[config.mk]
export PLATFORM = sky130hd
export DESIGN_NAME = hack_instruction_line_encoder
export DESIGN_NICKNAME = d
export VERILOG_FILES = /design/src/rtl/core/hile_pkg.sv /design/src/rtl/core/hile_line.sv /design/src/rtl/core/hile_encode.sv /design/src/rtl/core/hack_instruction_line_encoder.sv
export SDC_FILE = /design/constraint.sdc
export NUM_CORES = 1
export LEC_CHECK = 0
export ABC_AREA = 1
export ABC_CLOCK_PERIOD_IN_PS = 3100
export BUFFER_PORTS_ARGS = -buffer_cell sky130_fd_sc_hd__buf_2
export CAP_MARGIN = 25
export CORE_ASPECT_RATIO = 1.2
export CORE_MARGIN = 1
export CORE_UTILIZATION = 50
export CTS_CLUSTER_SIZE = 16
export DETAILED_ROUTE_END_ITERATION = 8
export PLACE_DENSITY = 0.69
export SETUP_SLACK_MARGIN = 0.5
export SYNTH_ARGS = -nofsm -noshare
export SYNTH_HDL_FRONTEND = slang
export SYNTH_SLANG_ARGS = --single-unit
[constraint.sdc]
create_clock -name clk -period 3.1 [get_ports clk]
set_clock_uncertainty 0.1 [all_clocks]
set_input_delay 0 -clock clk [delete_from_list [all_inputs] [get_ports clk]]
set_output_delay 0 -clock clk [all_outputs]
set_load 0.01 [all_outputs]
[src/rtl/core/hile_pkg.sv]
package hile_pkg;

	localparam int TOK_CHARS = 3;
	localparam int LEN_W     = 3;
	localparam int ADDR_W    = 15;
	localparam int WORD_W    = 16;
	localparam int STATUS_W  = 3;
	localparam int COMP_W    = 7;
	localparam int JUMP_W    = 3;

	typedef logic [7:0] char_t;

	// Line classification
	typedef enum logic [1:0] {
		CLS_NONE,
		CLS_A,
		CLS_LABEL,
		CLS_C
	} cls_t;

	// Result status codes
	localparam logic [STATUS_W-1:0] ST_AWORD    = 3'd0;
	localparam logic [STATUS_W-1:0] ST_CWORD    = 3'd1;
	localparam logic [STATUS_W-1:0] ST_LABEL    = 3'd2;
	localparam logic [STATUS_W-1:0] ST_SYMBOL   = 3'd3;
	localparam logic [STATUS_W-1:0] ST_SYNTAX   = 3'd4;
	localparam logic [STATUS_W-1:0] ST_BAD_COMP = 3'd5;
	localparam logic [STATUS_W-1:0] ST_BAD_DEST = 3'd6;
	localparam logic [STATUS_W-1:0] ST_BAD_JUMP = 3'd7;

	// Operand progress of an A-instruction
	localparam logic [1:0] AF_NONE   = 2'd0;
	localparam logic [1:0] AF_DIGITS = 2'd1;
	localparam logic [1:0] AF_ENDED  = 2'd2;
	localparam logic [1:0] AF_SYMBOL = 2'd3;

	// Label closing state
	localparam logic [1:0] LBL_OPEN   = 2'd0;
	localparam logic [1:0] LBL_CLOSED = 2'd1;

	// Token slots of a C-instruction
	localparam logic [1:0] TOK_DEST = 2'd0;
	localparam logic [1:0] TOK_COMP = 2'd1;
	localparam logic [1:0] TOK_JUMP = 2'd2;

	// Characters of interest
	localparam char_t CH_TAB    = 8'h09;
	localparam char_t CH_LF     = 8'h0A;
	localparam char_t CH_CR     = 8'h0D;
	localparam char_t CH_SPACE  = 8'h20;
	localparam char_t CH_LPAREN = 8'h28;
	localparam char_t CH_RPAREN = 8'h29;
	localparam char_t CH_SLASH  = 8'h2F;
	localparam char_t CH_ZERO   = 8'h30;
	localparam char_t CH_NINE   = 8'h39;
	localparam char_t CH_SEMI   = 8'h3B;
	localparam char_t CH_EQ     = 8'h3D;
	localparam char_t CH_AT     = 8'h40;
	localparam char_t CH_A      = 8'h41;
	localparam char_t CH_D      = 8'h44;
	localparam char_t CH_M      = 8'h4D;

	// Per-line parse state
	typedef struct packed {
		cls_t                             cls;
		logic                             cmt_pend;
		logic                             in_cmt;
		logic                             eq_seen;
		logic                             semi_seen;
		logic                             syn_err;
		char_t [TOK_CHARS-1:0][TOK_CHARS-1:0] tok;
		logic [TOK_CHARS-1:0][LEN_W-1:0]  len;
		logic [3:0]                       dest_bits;
		logic [ADDR_W-1:0]                addr;
		logic [1:0]                       aflags;
	} line_t;

	// Encoded result of one line
	typedef struct packed {
		logic                emit;
		logic [WORD_W-1:0]   word;
		logic [STATUS_W-1:0] status;
	} res_t;

	typedef struct packed {
		logic              hit;
		logic [COMP_W-1:0] code;
	} comp_res_t;

	typedef struct packed {
		logic              hit;
		logic [JUMP_W-1:0] code;
	} jump_res_t;

	// Comp mnemonic table; unused character places are keyed as zero
	function automatic comp_res_t comp_lookup(char_t [TOK_CHARS-1:0] t,
			logic [LEN_W-1:0] n);
		comp_res_t  r;
		logic [25:0] key;
		key = {n[1:0], t[0], (n >= 3'd2) ? t[1] : 8'h00,
			(n >= 3'd3) ? t[2] : 8'h00};
		r.hit = (n <= 3'd3) && (n != 3'd0);
		case (key)
			{2'd1, "0", 16'h0000}: r.code = 7'h2A;
			{2'd1, "1", 16'h0000}: r.code = 7'h3F;
			{2'd2, "-1", 8'h00}:   r.code = 7'h3A;
			{2'd1, "D", 16'h0000}: r.code = 7'h0C;
			{2'd2, "!D", 8'h00}:   r.code = 7'h0D;
			{2'd2, "-D", 8'h00}:   r.code = 7'h0F;
			{2'd3, "D+1"}:         r.code = 7'h1F;
			{2'd3, "1+D"}:         r.code = 7'h1F;
			{2'd3, "D-1"}:         r.code = 7'h0E;
			{2'd1, "A", 16'h0000}: r.code = 7'h30;
			{2'd1, "M", 16'h0000}: r.code = 7'h70;
			{2'd2, "!A", 8'h00}:   r.code = 7'h31;
			{2'd2, "!M", 8'h00}:   r.code = 7'h71;
			{2'd2, "-A", 8'h00}:   r.code = 7'h33;
			{2'd2, "-M", 8'h00}:   r.code = 7'h73;
			{2'd3, "A+1"}:         r.code = 7'h37;
			{2'd3, "1+A"}:         r.code = 7'h37;
			{2'd3, "M+1"}:         r.code = 7'h77;
			{2'd3, "1+M"}:         r.code = 7'h77;
			{2'd3, "A-1"}:         r.code = 7'h32;
			{2'd3, "M-1"}:         r.code = 7'h72;
			{2'd3, "D+A"}:         r.code = 7'h02;
			{2'd3, "A+D"}:         r.code = 7'h02;
			{2'd3, "D+M"}:         r.code = 7'h42;
			{2'd3, "M+D"}:         r.code = 7'h42;
			{2'd3, "D-A"}:         r.code = 7'h13;
			{2'd3, "D-M"}:         r.code = 7'h53;
			{2'd3, "A-D"}:         r.code = 7'h07;
			{2'd3, "M-D"}:         r.code = 7'h47;
			{2'd3, "D&A"}:         r.code = 7'h00;
			{2'd3, "A&D"}:         r.code = 7'h00;
			{2'd3, "D&M"}:         r.code = 7'h40;
			{2'd3, "M&D"}:         r.code = 7'h40;
			{2'd3, "D|A"}:         r.code = 7'h15;
			{2'd3, "A|D"}:         r.code = 7'h15;
			{2'd3, "D|M"}:         r.code = 7'h55;
			{2'd3, "M|D"}:         r.code = 7'h55;
			default: begin
				r.hit  = 1'b0;
				r.code = '0;
			end
		endcase
		return r;
	endfunction

	// Jump mnemonics are all three characters long
	function automatic jump_res_t jump_lookup(char_t [TOK_CHARS-1:0] t,
			logic [LEN_W-1:0] n);
		jump_res_t r;
		r.hit = (n == 3'd3);
		case ({t[0], t[1], t[2]})
			"JGT":   r.code = 3'd1;
			"JEQ":   r.code = 3'd2;
			"JGE":   r.code = 3'd3;
			"JLT":   r.code = 3'd4;
			"JNE":   r.code = 3'd5;
			"JLE":   r.code = 3'd6;
			"JMP":   r.code = 3'd7;
			default: begin
				r.hit  = 1'b0;
				r.code = '0;
			end
		endcase
		return r;
	endfunction

endpackage

[src/rtl/core/hile_line.sv]
// Character scanner: keeps the parse state of the current line.
module hile_line (
	input  logic             clk,
	input  logic             arst_n,
	input  logic             go,
	input  logic             kind,
	input  hile_pkg::char_t  ch,
	output hile_pkg::line_t  eol_line
);

	hile_pkg::line_t line_q;
	hile_pkg::line_t pend_clr;
	hile_pkg::line_t feed_nxt;

	// Add one character to a token, keeping the first three
	function automatic hile_pkg::line_t tok_append(hile_pkg::line_t s,
			logic [1:0] slot, hile_pkg::char_t c);
		hile_pkg::line_t r;
		r = s;
		for (int k = 0; k < hile_pkg::TOK_CHARS; k++) begin
			if (s.len[slot] == hile_pkg::LEN_W'(k))
				r.tok[slot][k] = c;
		end
		if (s.len[slot] != '1)
			r.len[slot] = s.len[slot] + 1'b1;
		return r;
	endfunction

	// C-instruction splitting on '=' and ';'
	function automatic hile_pkg::line_t c_char(hile_pkg::line_t s,
			hile_pkg::char_t c);
		hile_pkg::line_t r;
		r = s;
		if (c == hile_pkg::CH_SPACE || c == hile_pkg::CH_TAB || s.syn_err) begin
			r = s;
		end else if (c == hile_pkg::CH_EQ) begin
			if (s.eq_seen)
				r.syn_err = 1'b1;
			else
				r.eq_seen = 1'b1;
		end else if (c == hile_pkg::CH_SEMI) begin
			if (s.semi_seen) begin
				r.syn_err = 1'b1;
			end else begin
				r.eq_seen = 1'b1;
				// no comp yet: the first token was the comp
				if (s.len[hile_pkg::TOK_COMP] == '0) begin
					r.tok[hile_pkg::TOK_COMP] = s.tok[hile_pkg::TOK_DEST];
					r.len[hile_pkg::TOK_COMP] = s.len[hile_pkg::TOK_DEST];
					r.len[hile_pkg::TOK_DEST] = '0;
					r.dest_bits               = '0;
				end
				r.semi_seen = 1'b1;
			end
		end else if (s.semi_seen) begin
			r = tok_append(s, hile_pkg::TOK_JUMP, c);
		end else if (s.eq_seen) begin
			r = tok_append(s, hile_pkg::TOK_COMP, c);
		end else begin
			r = tok_append(s, hile_pkg::TOK_DEST, c);
			if (c == hile_pkg::CH_A)
				r.dest_bits[2] = 1'b1;
			else if (c == hile_pkg::CH_D)
				r.dest_bits[1] = 1'b1;
			else if (c == hile_pkg::CH_M)
				r.dest_bits[0] = 1'b1;
			else
				r.dest_bits[3] = 1'b1;
		end
		return r;
	endfunction

	// One useful character of the line
	function automatic hile_pkg::line_t line_char(hile_pkg::line_t s,
			hile_pkg::char_t c);
		hile_pkg::line_t r;
		logic            blank;
		logic            digit;
		r     = s;
		blank = (c == hile_pkg::CH_SPACE) || (c == hile_pkg::CH_TAB);
		digit = (c >= hile_pkg::CH_ZERO) && (c <= hile_pkg::CH_NINE);
		case (s.cls)
			hile_pkg::CLS_NONE: begin
				if (!blank) begin
					if (c == hile_pkg::CH_AT) begin
						r.cls = hile_pkg::CLS_A;
					end else if (c == hile_pkg::CH_LPAREN) begin
						r.cls = hile_pkg::CLS_LABEL;
					end else begin
						r.cls = hile_pkg::CLS_C;
						r     = c_char(r, c);
					end
				end
			end
			hile_pkg::CLS_A: begin
				if (s.aflags == hile_pkg::AF_NONE) begin
					if (digit) begin
						r.addr   = hile_pkg::ADDR_W'(c[3:0]);
						r.aflags = hile_pkg::AF_DIGITS;
					end else begin
						r.aflags = hile_pkg::AF_SYMBOL;
					end
				end else if (s.aflags == hile_pkg::AF_DIGITS) begin
					// times ten by shifts, wrapping to the address width
					if (digit)
						r.addr = (s.addr << 3) + (s.addr << 1)
							+ hile_pkg::ADDR_W'(c[3:0]);
					else
						r.aflags = hile_pkg::AF_ENDED;
				end
			end
			hile_pkg::CLS_LABEL: begin
				if (!blank)
					r.aflags = (c == hile_pkg::CH_RPAREN) ? hile_pkg::LBL_CLOSED
						: hile_pkg::LBL_OPEN;
			end
			hile_pkg::CLS_C: begin
				r = c_char(s, c);
			end
			default: begin
				r = s;
			end
		endcase
		return r;
	endfunction

	// Comment and line-break filtering; a held '/' goes out ahead of c
	function automatic hile_pkg::line_t feed(hile_pkg::line_t s,
			hile_pkg::char_t c);
		hile_pkg::line_t r;
		r = s;
		if (c == hile_pkg::CH_CR || c == hile_pkg::CH_LF || s.in_cmt) begin
			r = s;
		end else if (s.cmt_pend) begin
			r.cmt_pend = 1'b0;
			if (c == hile_pkg::CH_SLASH)
				r.in_cmt = 1'b1;
			else
				r = line_char(line_char(r, hile_pkg::CH_SLASH), c);
		end else if (c == hile_pkg::CH_SLASH) begin
			r.cmt_pend = 1'b1;
		end else begin
			r = line_char(s, c);
		end
		return r;
	endfunction

	// Line state as seen at end of line: a held '/' counts as a character
	always_comb begin
		pend_clr          = line_q;
		pend_clr.cmt_pend = 1'b0;
		if (line_q.cmt_pend)
			eol_line = line_char(pend_clr, hile_pkg::CH_SLASH);
		else
			eol_line = line_q;
	end

	assign feed_nxt = feed(line_q, ch);

	// State update; end of line starts a fresh line
	always_ff @(posedge clk or negedge arst_n) begin
		if (!arst_n) begin
			line_q <= '0;
		end else if (go) begin
			if (kind)
				line_q <= '0;
			else
				line_q <= feed_nxt;
		end
	end

endmodule

[src/rtl/core/hile_encode.sv]
// End-of-line encoder: classifies the line and builds the machine word.
module hile_encode (
	input  hile_pkg::line_t line_st,
	output hile_pkg::res_t  res
);

	hile_pkg::comp_res_t comp_r;
	hile_pkg::jump_res_t jump_r;
	logic                d_any;
	logic                c_any;
	logic                j_any;
	logic                syntax_bad;

	assign comp_r = hile_pkg::comp_lookup(line_st.tok[hile_pkg::TOK_COMP],
		line_st.len[hile_pkg::TOK_COMP]);
	assign jump_r = hile_pkg::jump_lookup(line_st.tok[hile_pkg::TOK_JUMP],
		line_st.len[hile_pkg::TOK_JUMP]);

	assign d_any = (line_st.len[hile_pkg::TOK_DEST] != '0);
	assign c_any = (line_st.len[hile_pkg::TOK_COMP] != '0);
	assign j_any = (line_st.len[hile_pkg::TOK_JUMP] != '0);

	// Malformed split: dest alone, ';' with no jump, '=' with no comp
	assign syntax_bad = line_st.syn_err || (d_any && !c_any && !j_any)
		|| (!j_any && line_st.semi_seen) || (!c_any && line_st.eq_seen);

	// Field checks in order comp, dest, jump
	always_comb begin
		res.emit   = 1'b1;
		res.word   = '0;
		res.status = hile_pkg::ST_SYNTAX;
		case (line_st.cls)
			hile_pkg::CLS_NONE: begin
				res.emit = 1'b0;
			end
			hile_pkg::CLS_A: begin
				if (line_st.aflags == hile_pkg::AF_NONE
						|| line_st.aflags == hile_pkg::AF_SYMBOL) begin
					res.status = hile_pkg::ST_SYMBOL;
				end else begin
					res.word   = hile_pkg::WORD_W'(line_st.addr);
					res.status = hile_pkg::ST_AWORD;
				end
			end
			hile_pkg::CLS_LABEL: begin
				res.status = line_st.aflags[0] ? hile_pkg::ST_LABEL
					: hile_pkg::ST_SYNTAX;
			end
			hile_pkg::CLS_C: begin
				if (syntax_bad) begin
					res.status = hile_pkg::ST_SYNTAX;
				end else if (c_any && !comp_r.hit) begin
					res.status = hile_pkg::ST_BAD_COMP;
				end else if (d_any && line_st.dest_bits[3]) begin
					res.status = hile_pkg::ST_BAD_DEST;
				end else if (j_any && !jump_r.hit) begin
					res.status = hile_pkg::ST_BAD_JUMP;
				end else begin
					res.word = {3'b111,
						c_any ? comp_r.code : {hile_pkg::COMP_W{1'b0}},
						line_st.dest_bits[2:0],
						j_any ? jump_r.code : {hile_pkg::JUMP_W{1'b0}}};
					res.status = hile_pkg::ST_CWORD;
				end
			end
			default: begin
				res.emit = 1'b0;
			end
		endcase
	end

endmodule

[src/rtl/core/hack_instruction_line_encoder.sv]
// Hack assembly line encoder. Source characters (kind 0) and an end-of-line
// marker (kind 1) stream in at one request per cycle, with no gaps needed
// between lines. Characters only update the line's parse state; at end of
// line the marker passes the input register, and one result of word and
// status is loaded into the result register (later while an earlier result
// is still stalled), unless the line was empty or held only blanks and a
// comment, in which case nothing comes out. Each request passes one input
// register and then the combinational scan or encode logic into the result
// register, so the sustained rate is one request per cycle. A stalled result
// holds up an end-of-line marker in the input register, and with it every
// request behind it; characters on their own never wait. Status 0 and 1
// carry a valid word; for the error and label codes the word reads as zero.
module hack_instruction_line_encoder (
	input  logic                              clk,
	input  logic                              arst_n,
	input  logic                              in_valid,
	output logic                              in_stall,
	input  logic                              kind,
	input  logic [7:0]                        ch,
	output logic                              out_valid,
	input  logic                              out_stall,
	output logic [hile_pkg::WORD_W-1:0]       word,
	output logic [hile_pkg::STATUS_W-1:0]     status
);

	logic                            valid_s1;
	logic                            kind_s1;
	hile_pkg::char_t                 ch_s1;
	logic                            go;
	hile_pkg::line_t                 eol_line;
	hile_pkg::res_t                  res;
	logic                            out_valid_q;
	logic [hile_pkg::WORD_W-1:0]     word_q;
	logic [hile_pkg::STATUS_W-1:0]   status_q;

	// Characters always proceed; end of line needs room in the result register
	assign go       = valid_s1 && (!kind_s1 || !out_valid_q || !out_stall);
	assign in_stall = valid_s1 && !go;

	// Input register
	always_ff @(posedge clk or negedge arst_n) begin
		if (!arst_n) begin
			valid_s1 <= 1'b0;
		end else if (!valid_s1 || go) begin
			valid_s1 <= in_valid;
		end
	end

	always_ff @(posedge clk) begin
		if (in_valid && !in_stall) begin
			kind_s1 <= kind;
			ch_s1   <= ch;
		end
	end

	hile_line u_line (
		.clk      (clk),
		.arst_n   (arst_n),
		.go       (go),
		.kind     (kind_s1),
		.ch       (ch_s1),
		.eol_line (eol_line)
	);

	hile_encode u_enc (
		.line_st (eol_line),
		.res     (res)
	);

	// Result register
	always_ff @(posedge clk or negedge arst_n) begin
		if (!arst_n) begin
			out_valid_q <= 1'b0;
		end else if (go && kind_s1) begin
			out_valid_q <= res.emit;
		end else if (!out_stall) begin
			out_valid_q <= 1'b0;
		end
	end

	always_ff @(posedge clk) begin
		if (go && kind_s1 && res.emit) begin
			word_q   <= res.word;
			status_q <= res.status;
		end
	end

	assign out_valid = out_valid_q;
	assign word      = word_q;
	assign status    = status_q;

endmodule

======== After elaboration in Yosys (flattened, before gate mapping) ========
Index checks and enable logic that the tools add are counted.
operators by class
  eq/ne operators ......................... 124
  mux-type cells .......................... 255
  order comparisons ....................... 5
  reduce and logical (&&, ||, !) cells .... 78
  add/subtract/negate cells ............... 10
operators by type and width
  operator                                               count
  two-way mux 109 bit                                    46
  two-way mux 105 bit                                    13
  equality test 26 bit, second input constant            32
  two-way mux 107 bit                                    7
  two-way mux 102 bit                                    4
  one-hot mux 92 bit (2 select lines)                    2
  two-way mux 24 bit                                     12
  two-way mux 8 bit                                      29
  one-hot mux 107 bit (2 select lines)                   1
  one-hot mux 7 bit (27 select lines)                    1
  equality test 24 x 23 -> 1 bit, second input constant  7
  two-way mux 17 bit                                     8
  equality test 26 x 25 -> 1 bit, second input constant  5
  two-way mux 27 bit                                     4
  two-way mux 106 bit                                    1
  two-way mux 3 bit                                      35
  one-hot mux 15 bit (3 select lines)                    2
  two-way mux 10 bit                                     8
  two-way mux 15 bit                                     5
  two-way mux 16 bit                                     4
  inequality test 4 x 3 -> 1 bit, second input constant  16
  equality test 8 x 6 -> 1 bit, second input constant    6
  AND reduction 15 bit                                   3
  two-way mux 2 bit                                      20
  other kinds (47)                                       201
storage, ports and cells
  input bits .............................. 13
  word-level logic and storage cells ...... 499
  bits in registers ....................... 139
  output and inout port bits .............. 21

======== Longest topological paths before layout ========
Gate-level depths: netlist (run 1).
  depth in word-level cells ............... 44
  mapped depth ............................ 26
  mapped depth without buffers ............ 25

======== Hierarchy ========
Synthesis (run 1) repeated with hierarchy kept, for this count alone.
second synthesis, totals
  cells, all modules ...................... 2410
  area total of the unflattened synthesis .. 14819.2 µm²
by module, submodules not included
  module                         area each (µm²)  cells an instance  times used  seq. area each (µm²)
  hile_line                      11901.4          1967               1           2727.6
  hile_encode                    1969.4           401                1           0.0
  hack_instruction_line_encoder  948.4            42                 1           890.9

======== Worst setup path before layout (run 1) ========
OpenSTA, ideal clock, no wires.
  kind .................................... flip-flop to flip-flop
  start point ............................. register u_line.line_q[107] in the netlist's numbering
  end point ............................... register u_line.line_q[55] in the netlist's numbering
  period minus slack after synthesis ...... 3.199 ns
  stages on the path, launching flop included .. 23
  library setup time ...................... 0.127 ns
  path buffers ............................ 0
  arrival time ............................ 2.972 ns
  data required time ...................... 2.873 ns
  path slack .............................. -0.099 ns
  cells stage by stage .................... dfrtp_1 -> inv_1 -> ha_1 -> inv_2 -> nand2_4 -> inv_2 -> a21oi_2 -> and2_1 -> inv_1 -> ha_1 -> inv_1 -> nor2_1 -> nand2_1 -> o21ai_0 -> o21ai_2 -> inv_1 -> o21ai_0 -> a21oi_1 -> o21ai_0 -> nand2_1 -> o211ai_1 -> nand3_1 -> o21ai_0
between the ends
  word-level cells in the longest chain between the ends .. 30
  elaborated cells between the ends (all ways) .. 63
  classes of those cells .................. 13 x eq/ne; 44 x mux; 6 x reduce/logical
RTL lines
  what                                                    RTL line                          source
  from (decl)                                             hile_line.sv:11                   hile_pkg::line_t line_q;
  from (signal assigned)                                  hile_line.sv:168                  line_q <= feed_nxt;
  equality test 2 bit or zero test 2 bit (tied branches)  hile_line.sv:82                   case (s.cls)
  one-hot mux 107 bit (2 select lines)                    hile_line.sv:82
  two-way mux 107 bit                                     hile_line.sv:136                  if (c == hile_pkg::CH_SLASH)
  two-way mux 107 bit                                     hile_line.sv:134                  end else if (s.cmt_pend) begin
  two-way mux 107 bit                                     hile_line.sv:132                  if (c == hile_pkg::CH_CR || c == hile_pkg::CH_LF || s.in_cmt) begin
  zero test 3 bit                                         hile_line.sv:21, hile_line.sv:47
  two-way mux 8 bit                                       hile_line.sv:21                   if (s.len[slot] == hile_pkg::LEN_W'(k))
  two-way mux 105 bit                                     hile_line.sv:57                   end else if (s.eq_seen) begin
  [14 not listed]                                         -
  two-way mux 107 bit                                     hile_line.sv:87                   end else if (c == hile_pkg::CH_LPAREN) begin
  two-way mux 107 bit                                     hile_line.sv:85                   if (c == hile_pkg::CH_AT) begin
  two-way mux 109 bit                                     hile_line.sv:84                   if (!blank) begin
  one-hot mux 92 bit (2 select lines)                     hile_line.sv:82
  two-way mux 105 bit                                     hile_line.sv:136
  two-way mux 109 bit                                     hile_line.sv:134
  two-way mux 109 bit                                     hile_line.sv:132
  two-way mux 109 bit                                     hile_line.sv:165                  if (kind)
Several ways; a longest one is shown, not always the timed one. The select of a mux whose other input is x is not followed.
A chain may end at the register's enable or synchronous reset.

======== Worst setup path after layout (run 1) ========
  start point ............................. register ch_s1[3]
  end point ............................... register u_line.line_q[15] in the netlist's numbering
between the ends
  word-level cells in the longest chain between the ends .. 12
  elaborated cells between the ends (all ways) .. 46
  classes of those cells .................. 2 x add/sub; 2 x order compare; 13 x eq/ne; 23 x mux; 6 x reduce/logical
RTL lines
  what                                                                             RTL line                             source
  from (decl)                                                                      hack_instruction_line_encoder.sv:28  hile_pkg::char_t ch_s1;
  from (signal assigned)                                                           hack_instruction_line_encoder.sv:52  ch_s1 <= ch;
  parallel branches: the longest is 12 deep, another holds adder 15 x 4 -> 15 bit  -
Several ways; the timed one is not identified. The select of a mux whose other input is x is not followed.

==> results by group, run 1 <==
Routing
  – Initial drt markers: 1989
  – Avg WL per Cell: 23.83 um
  – DRT Pass-1 Iters: 6
  – Routed WL: 67.25 mm
  – DRC violations left: 0
  – Vias: 18.03k
  – ANT nets after route: 0
  – Number of vias per cell: 6.391

Timing
  – Setup TNS: -8.037 ns
  – Fin Hold WS: 0.04476 ns
  – Fmax: 0.2667 GHz
  – Final critical-path required period: 3.750 ns
  – Slew margin rel.: 34.05%
  – Final-report max-slew violation count: 0
  – RSZ-0062 raised after global routing: true
  – Final Hold Viols: 0
  – # setup viols final: 45
  – Final Cycle Share: 121.0%
  – Worst Max-Slew Pin Slew: 0.9856 ns
  – Setup ws final: -0.6495 ns

Layout
  – Share of layout cells above drive strength 1: 36.35%
  – Final net count: 2547
  – ANT cells: 0
  – FILL cells: 1884
  – Layout area overhead: 48.85%
  – Final std cells w/o fill: 2822
  – Fin area: 19940 um^2

Worst setup path
  – CP Data Arrival Time: 3.99 ns
  – Setup crit end kind: flip-flop
  – Worst EP required: 3.34 ns
  – Worst reg-to-reg path cell count: 19
  – Reg-to-reg slack, setup: -0.65 ns
  – WS Path Type: reg2reg
  – Reg2reg start: ch_s1[3]
  – Critical Path Source Type: flip-flop
  – Reg-to-Reg End: u_line.line_q[15]
  – Worst-path maximum fanout: 2

Run status
  – Run status: finished with violations
  – Violated checks: negative setup slack

Floorplanning
  – IO Pins: 34
  – Horiz. Die Dim: 151.4 um
  – FP Rows: 65
  – Die Outline Area: 27450 um^2
  – Initial Utilization: 50.98%
  – Die height: 181.3 um
  – Core ar.: 26270 um^2

CTS
  – Worst-path clk slew: 0.08 ns
  – CTS Buf Count: 17
  – CTS tree: done
  – Clock latency on the worst-skew pair: 0.46 ns
  – Clock Sinks: 139
  – Clk buf depth: 2
  – Root Buffer: clkbuf_16
  – H-tree depth: 4

Place
  – Final GP Congestion: 1.079
  – DP Area: 16470 um^2
  – HPWL after DPL: 46.19 mm
  – Port Buffers: 33
  – Dpl cells: 2685

Logic synthesis
  – Syn nets: 2134
  – Post-synth EDFFs: 28
  – Prevailing post-synth register cell: dfrtp_1
  – Share of the synthesized area in the top cell type: 20.74%
  – Top area cells in the synthesized netlist: dfrtp_1 21%, nand2_1 11%, o21ai_0 8.4%
  – Most frequent cell after synthesis: nand2_1
  – Number of library cell types mapped by synthesis: 68
  – Synth Instances: 2061
  – Top cell type by total area after synthesis: dfrtp_1
  – Post-synth top cells: 407 x nand2_1, 273 x inv_1, 231 x nor2_1
  – Register area share after synthesis: 27.02%
  – Async set or reset register ratio after synthesis: 79.86%
  – Mean post-synth cell area: 6.498 um^2
  – Synth warnings: 0
  – Synthesized area: 13390 um^2
  – Synthesized flop and latch total: 139

Global routing
  – Overall global routing resource usage: 46.24%
  – Grt ovf: 0
  – First-pass GRT wire length: 95.32 mm
  – Largest net degree at the start of global routing: 60
  – Vias in the first global route: 16.88k
  – Initial antenna violation count: 0

Worst hold path
  – Hold Path Class: in2async

Pwr
  – Pwr Total: 18.80 mW
  – Leak: 9.052 nW
  – Pwr Density: 943.0 nW/um^2
  – Maximum resistive drop on vdd: 0.5809 mV

Run
  – Max Cap Viol: 0
how the worst max path moves through the flow:
stage / to / cells after the start / startpoint
6_report: u_line.line_q[15] / 19 / ch_s1[3]
3_3_place_gp: word[6] / 23 / u_line.line_q[107]
4_1_cts: word[6] / 22 / u_line.line_q[107]
5_1_grt: u_line.line_q[15] / 19 / ch_s1[3]
3_5_place_dp: word[7] / 22 / u_line.line_q[107]
2_1_floorplan: word[6] / 23 / u_line.line_q[108]
cell families (layout without fill, tap and decap cells):
| group | after synthesis | after routing | share of synthesized area, % |
|---|---|---|---|
| and+or+nand+nor | 936 | 938 | 31.28 |
| AOI/OAI and AO/OA | 560 | 560 | 25.05 |
| DFF | 139 | 139 | 27.02 |
| buffers and inverters | 357 | 781 | 10.35 |
| adders and majority gates | 60 | 60 | 5.718 |
| xor gates and xnor gates | 9 | 9 | 0.5885 |
power by group:
part | internal (mW) | switching (mW)
Combinational | 5.22 | 8.57
Clock | 1.15 | 1.03
Sequential | 2.36 | 0.468
through the flow:
| step | utilization, % | setup WS, ns |
|---|---|---|
| 2_1_floorplan | - | 0.1385 |
| 3_3_place_gp | 62.69 | -0.2437 |
| 3_5_place_dp | 62.69 | -0.3727 |
| 4_1_cts | 71.36 | -0.1007 |
| 5_1_grt | 75.89 | -0.8607 |
| 6_report | 75.89 | -0.6495 |
layer usage:
| metal | global-route usage (%) | vias up | share of wire (%) |
|---|---|---|---|
| met1 | 56.57 | 8310 | 36 |
| met3 | 10.28 | 426 | 12 |
| li1 | - | 7951 | - |
| met4 | 32.28 | 0 | 8.9 |
| met5 | 0 | - | 0 |
| met2 | 71.32 | 1347 | 44 |
cell usage in the layout (no fill, tap or decap), types with 11 or more instances in the layout:
cell type / n
dfrtp_1: 109
clkbuf_16: 21
o21ai_1: 61
a21oi_2: 22
o221ai_1: 16
a21oi_1: 91
buf_6: 52
edfxtp_1: 28
nand2_2: 74
nand2_4: 25
o21ai_2: 28
nand3_2: 31
inv_1: 239
nor2_4: 48
nor2_1: 175
inv_6: 11
inv_2: 31
nand4_1: 33
a31oi_1: 19
nand3_1: 122
buf_4: 342
buf_12: 15
nor3_1: 24
o221ai_2: 12
nand2_1: 317
ha_1: 51
dlygate4sd3_1: 13
nor2_2: 31
o211ai_1: 33
o21ai_0: 149
nor3_2: 11
buf_2: 32
o22ai_1: 33
sequential cells by signal, indices dropped and copies added (netlist names):
| register | count |
|---|---|
| word | 16 |
| status | 3 |
| ch_s1 | 8 |
| valid_s1 | 1 |
| out_valid | 1 |
| u_line.line_q | 109 |
| kind_s1 | 1 |
worst max-delay path, stage by stage (launching register included):
cell and delay (ns):
edfxtp_1 0.53, fa_1 0.51, ha_1 0.31, nand3_2 0.08, nand2_2 0.09, a21oi_2 0.05
nor2_1 0.44, nor2_2 0.13, o21bai_1 0.26, a21oi_2 0.11, nor2_1 0.17, nor2_1 0.08
nor2_1 0.12, nor2_1 0.08, inv_1 0.07, a21oi_1 0.08, o21ai_1 0.19, nand2_1 0.08
nand2_1 0.07, o21ai_1 0.06
repair_timing:
action | CTS | global route
hold endpoints to repair | 72 | 0
pin swaps | 110 | 102
cloned | 5 | 4
gates resized for setup | 318 | 235
setup endpoints to repair | 121 | 124
setup buffers | 54 | 29
hold buffers | 13 | 0
cell type report:
class                           count  area, um^2  area share, %
Tap cell                          335       419.2          2.103
Clock buffer                       17       425.4          2.134
Timing Repair Buffer              459        3859          19.36
Multi-Input combinational cell   1567       10290          51.62
Inverter                          290        1150          5.768
Clock inverter                     15       170.2         0.8536
Sequential cell                   139        3621          18.16
Power figures use the tool's default switching activity.
==> inputs of run 2 (changes only) <==
ABC_CLOCK_PERIOD_IN_PS = 3300   (was 3100)
clock period = 3.3 ns   (was 3.1 ns; I/O delays follow)
==> run 2 against run 1 <==
Effect of this change:
- the flow still finishes with violations (negative setup slack)
- sequential power decreased by 6%
- critical path depth unchanged
- global-route usage decreased by 3.4 points
- sequential share of layout area increased by 1.7 points
- cell count decreased by 4.5%
- sequential cell count unchanged
- combinational power decreased by 18%
- die area unchanged
- wire length decreased by 11%
- critical endpoint is now word[9]
- highest routed layer unchanged
- core utilization decreased by 6.4 points
- worst hold slack improved by 0.027 ns
- final area decreased by 8.4%
==> results by group, run 2 (same netlist as run 1, synthesis figures left out) <==
Run status
  – Run status: finished with violations
  – Violated checks: negative setup slack

Floorplanning
  – IO Pins: 34 (unchanged)
  – Initial Utilization: 50.98% (unchanged)
  – Core ar.: 26270 um^2 (unchanged)
  – Die height: 181.3 um (unchanged)
  – FP Rows: 65 (unchanged)
  – Horiz. Die Dim: 151.4 um (unchanged)
  – Die Outline Area: 27450 um^2 (unchanged)

Routing
  – DRC violations left: 0 (unchanged)
  – Vias: 16.96k (-6.0%)
  – DR WL met2: 26.55 mm (-10%)
  – Routed WL: 59.93 mm (-11%)
  – Avg WL per Cell: 22.24 um (-6.7%)
  – WL met1: 22.86 mm (-4.5%)
  – Initial drt markers: 1760 (-12%)
  – DRT Pass-1 Iters: 6 (unchanged)
  – DR WL met3: 5.938 mm (-23%)
  – Top sig layer: met4
  – ANT nets after route: 0 (unchanged)
  – Number of vias per cell: 6.294 (-1.5%)

Timing
  – Worst Max-Slew Pin Slew: 0.9771 ns (-0.008486 ns)
  – Slew margin rel.: 34.62% (+0.57 points)
  – # setup viols final: 10 (-78%)
  – Fin Hold WS: 0.07180 ns (+0.02704 ns)
  – Fmax: 0.2987 GHz (+12%)
  – Final Cycle Share: 101.5% (-19 points)
  – Setup ws final: -0.04808 ns (+0.6014 ns)
  – Final-report max-slew violation count: 0 (unchanged)
  – Final Hold Viols: 0 (unchanged)
  – Final critical-path required period: 3.348 ns (-0.4014 ns)
  – RSZ-0062 raised after global routing: true

Layout
  – Reg area: 3620 um^2 (about the same)
  – Multi-input logic area: 9786 um^2 (-4.9%)
  – Share of layout cells above drive strength 1: 28.36% (-8.0 points)
  – Commonest non-fill, non-tap cells in the layout: 358 x nand2_1, 249 x inv_1, 240 x buf_4, 195 x nor2_1, 158 x o21ai_0
  – Final net count: 2419 (-5.0%)
  – Fin area: 18260 um^2 (-8.4%)
  – Largest reg by FF count: u_line.line_q
  – Most common cell after layout, fill and taps aside: nand2_1
  – ANT cells: 0 (unchanged)
  – FILL cells: 2240 (+19%)
  – Layout area overhead: 36.36%
  – Max reg flops: 109 (unchanged)
  – Finished Core Util: 69.52% (-6.4 points)

CTS
  – Clock latency on the worst-skew pair: 0.44 ns (-0.02 ns)
  – H-tree depth: 4 (unchanged)
  – Worst-path clk slew: 0.07 ns (about the same)
  – Clk buf depth: 2 (unchanged)
  – CTS tree: done
  – CTS Buf Count: 17 (unchanged)
  – Clock Sinks: 139 (unchanged)
  – Root Buffer: clkbuf_16

Global routing
  – First-pass GRT wire length: 88.61 mm (-7.0%)
  – Vias in the first global route: 15.97k (-5.4%)
  – Largest net degree at the start of global routing: 62 (+3.3%)
  – Grt ovf: 0 (unchanged)
  – Overall global routing resource usage: 42.82% (-3.4 points)
  – Initial antenna violation count: 0 (unchanged)

Place
  – DP Area: 15450 um^2 (-6.2%)
  – HPWL after DPL: 44.71 mm (-3.2%)
  – Port Buffers: 33 (unchanged)
  – Setup WS pre-CTS: -0.2148 ns (+0.1579 ns)
  – Final GP Congestion: 1.032 (-4.3%)

Pwr
  – Pwr Density: 875.4 nW/um^2 (-7.2%)
  – Combinational power share: 70.5% (-2.8 points)
  – Internal power: 7.367 mW (-16%)
  – Flop pwr share: 16.6% (+1.6 points)
  – Clk pwr share: 12.9% (+1.3 points)
  – Switch share: 53.92% (+0.35 points)
  – Maximum resistive drop on vdd: 0.5373 mV (-7.5%)
  – Leak: 8.220 nW (-9.2%)
  – P_sw: 8.620 mW (-14%)

Worst setup path
  – CP Data Arrival Time: 3.56 ns (-0.43 ns)
  – Worst-path maximum fanout: 7 (+5)
  – Worst EP required: 3.51 ns (+0.17 ns)
  – Reg-to-Reg End: word[9]
  – WS Path Type: reg2reg
  – Setup crit end kind: flip-flop
  – Reg-to-reg slack, setup: -0.05 ns (+0.60 ns)
  – Critical Path Source Type: flip-flop
  – Reg2reg start: u_line.line_q[107]
  – Worst reg-to-reg path cell count: 19 (unchanged)

Worst hold path
  – Hold Path Class: in2async

Run
  – Max Cap Viol: 0 (unchanged)
-- run 2: worst max-delay path: stages, from the launching register on --
cell,delay (ns)
dfrtp_1,0.40
inv_2,0.07
ha_4,0.27
nor2_4,0.16
nand2_4,0.12
buf_6,0.17
a21oi_1,0.24
nand2_1,0.14
nor2_1,0.13
a21oi_1,0.08
inv_1,0.07
nor3_1,0.05
buf_4,0.17
o21ai_0,0.18
o2111ai_2,0.29
nor2_4,0.22
nand3_4,0.14
inv_4,0.12
nand2_1,0.06
nand2_1,0.05
-- run 2: worst max-delay path by stage --
stage | start | endpoint | slack, ns | depth (start not counted)
floorplan | u_line.line_q[108] | word[6] | 0.34 | 23
global placement | u_line.line_q[24] | word[6] | -0.18 | 22
detailed placement | u_line.line_q[24] | status[2] | -0.21 | 21
CTS | u_line.line_q[108] | word[6] | 0.06 | 23
global route | u_line.line_q[107] | word[11] | -0.24 | 23
finish | u_line.line_q[107] | word[9] | -0.05 | 19
-- run 2: timing repair --
item                       4_1_cts  5_1_grt
pin swaps                       76      121
setup buffers                   47       30
setup endpoints to repair      116      124
resized for setup              176      235
hold buffers                    13        0
hold endpoints to repair        77        0
gates cloned                     3        0
-- run 2: power by group through the flow --
stage,clock (mW),sequential (mW),combinational [mW]
after floorplan,0,2.51,5.42
after global placement,0,2.65,9.15
after detailed placement,0,2.66,9.21
after CTS,2.06,2.63,10.0
after global routing,2.11,2.69,11.9
final,2.06,2.65,11.3
-- run 2: final cells by class --
| cell class | instances | area share, % |
|---|---|---|
| Inverter | 290 | 6.276 |
| Clock inverter | 15 | 0.9866 |
| Multi-Input combinational cell | 1568 | 53.58 |
| Sequential cell | 139 | 19.82 |
| Clock buffer | 17 | 2.329 |
| Timing Repair Buffer | 330 | 14.71 |
| Tap cell | 335 | 2.295 |
-- run 2: stage by stage --
| stage | cells | total power, mW | TNS [ns] |
|---|---|---|---|
| finish | 2694 | 15.99 | -0.3605 |
| global route | 2694 | 16.71 | -4.490 |
| CTS | 2664 | 14.72 | 0 |
| floorplan | 2061 | 7.927 | 0 |
| detailed placement | 2569 | 11.87 | -2.819 |
| global placement | 2569 | 11.80 | -2.149 |
-- run 2: routing by layer --
layer,GRT usage [%],up-vias
met3,8.813,319
met2,66.85,1072
met5,0,-
met4,28.16,0
met1,52.81,7878
li1,-,7688
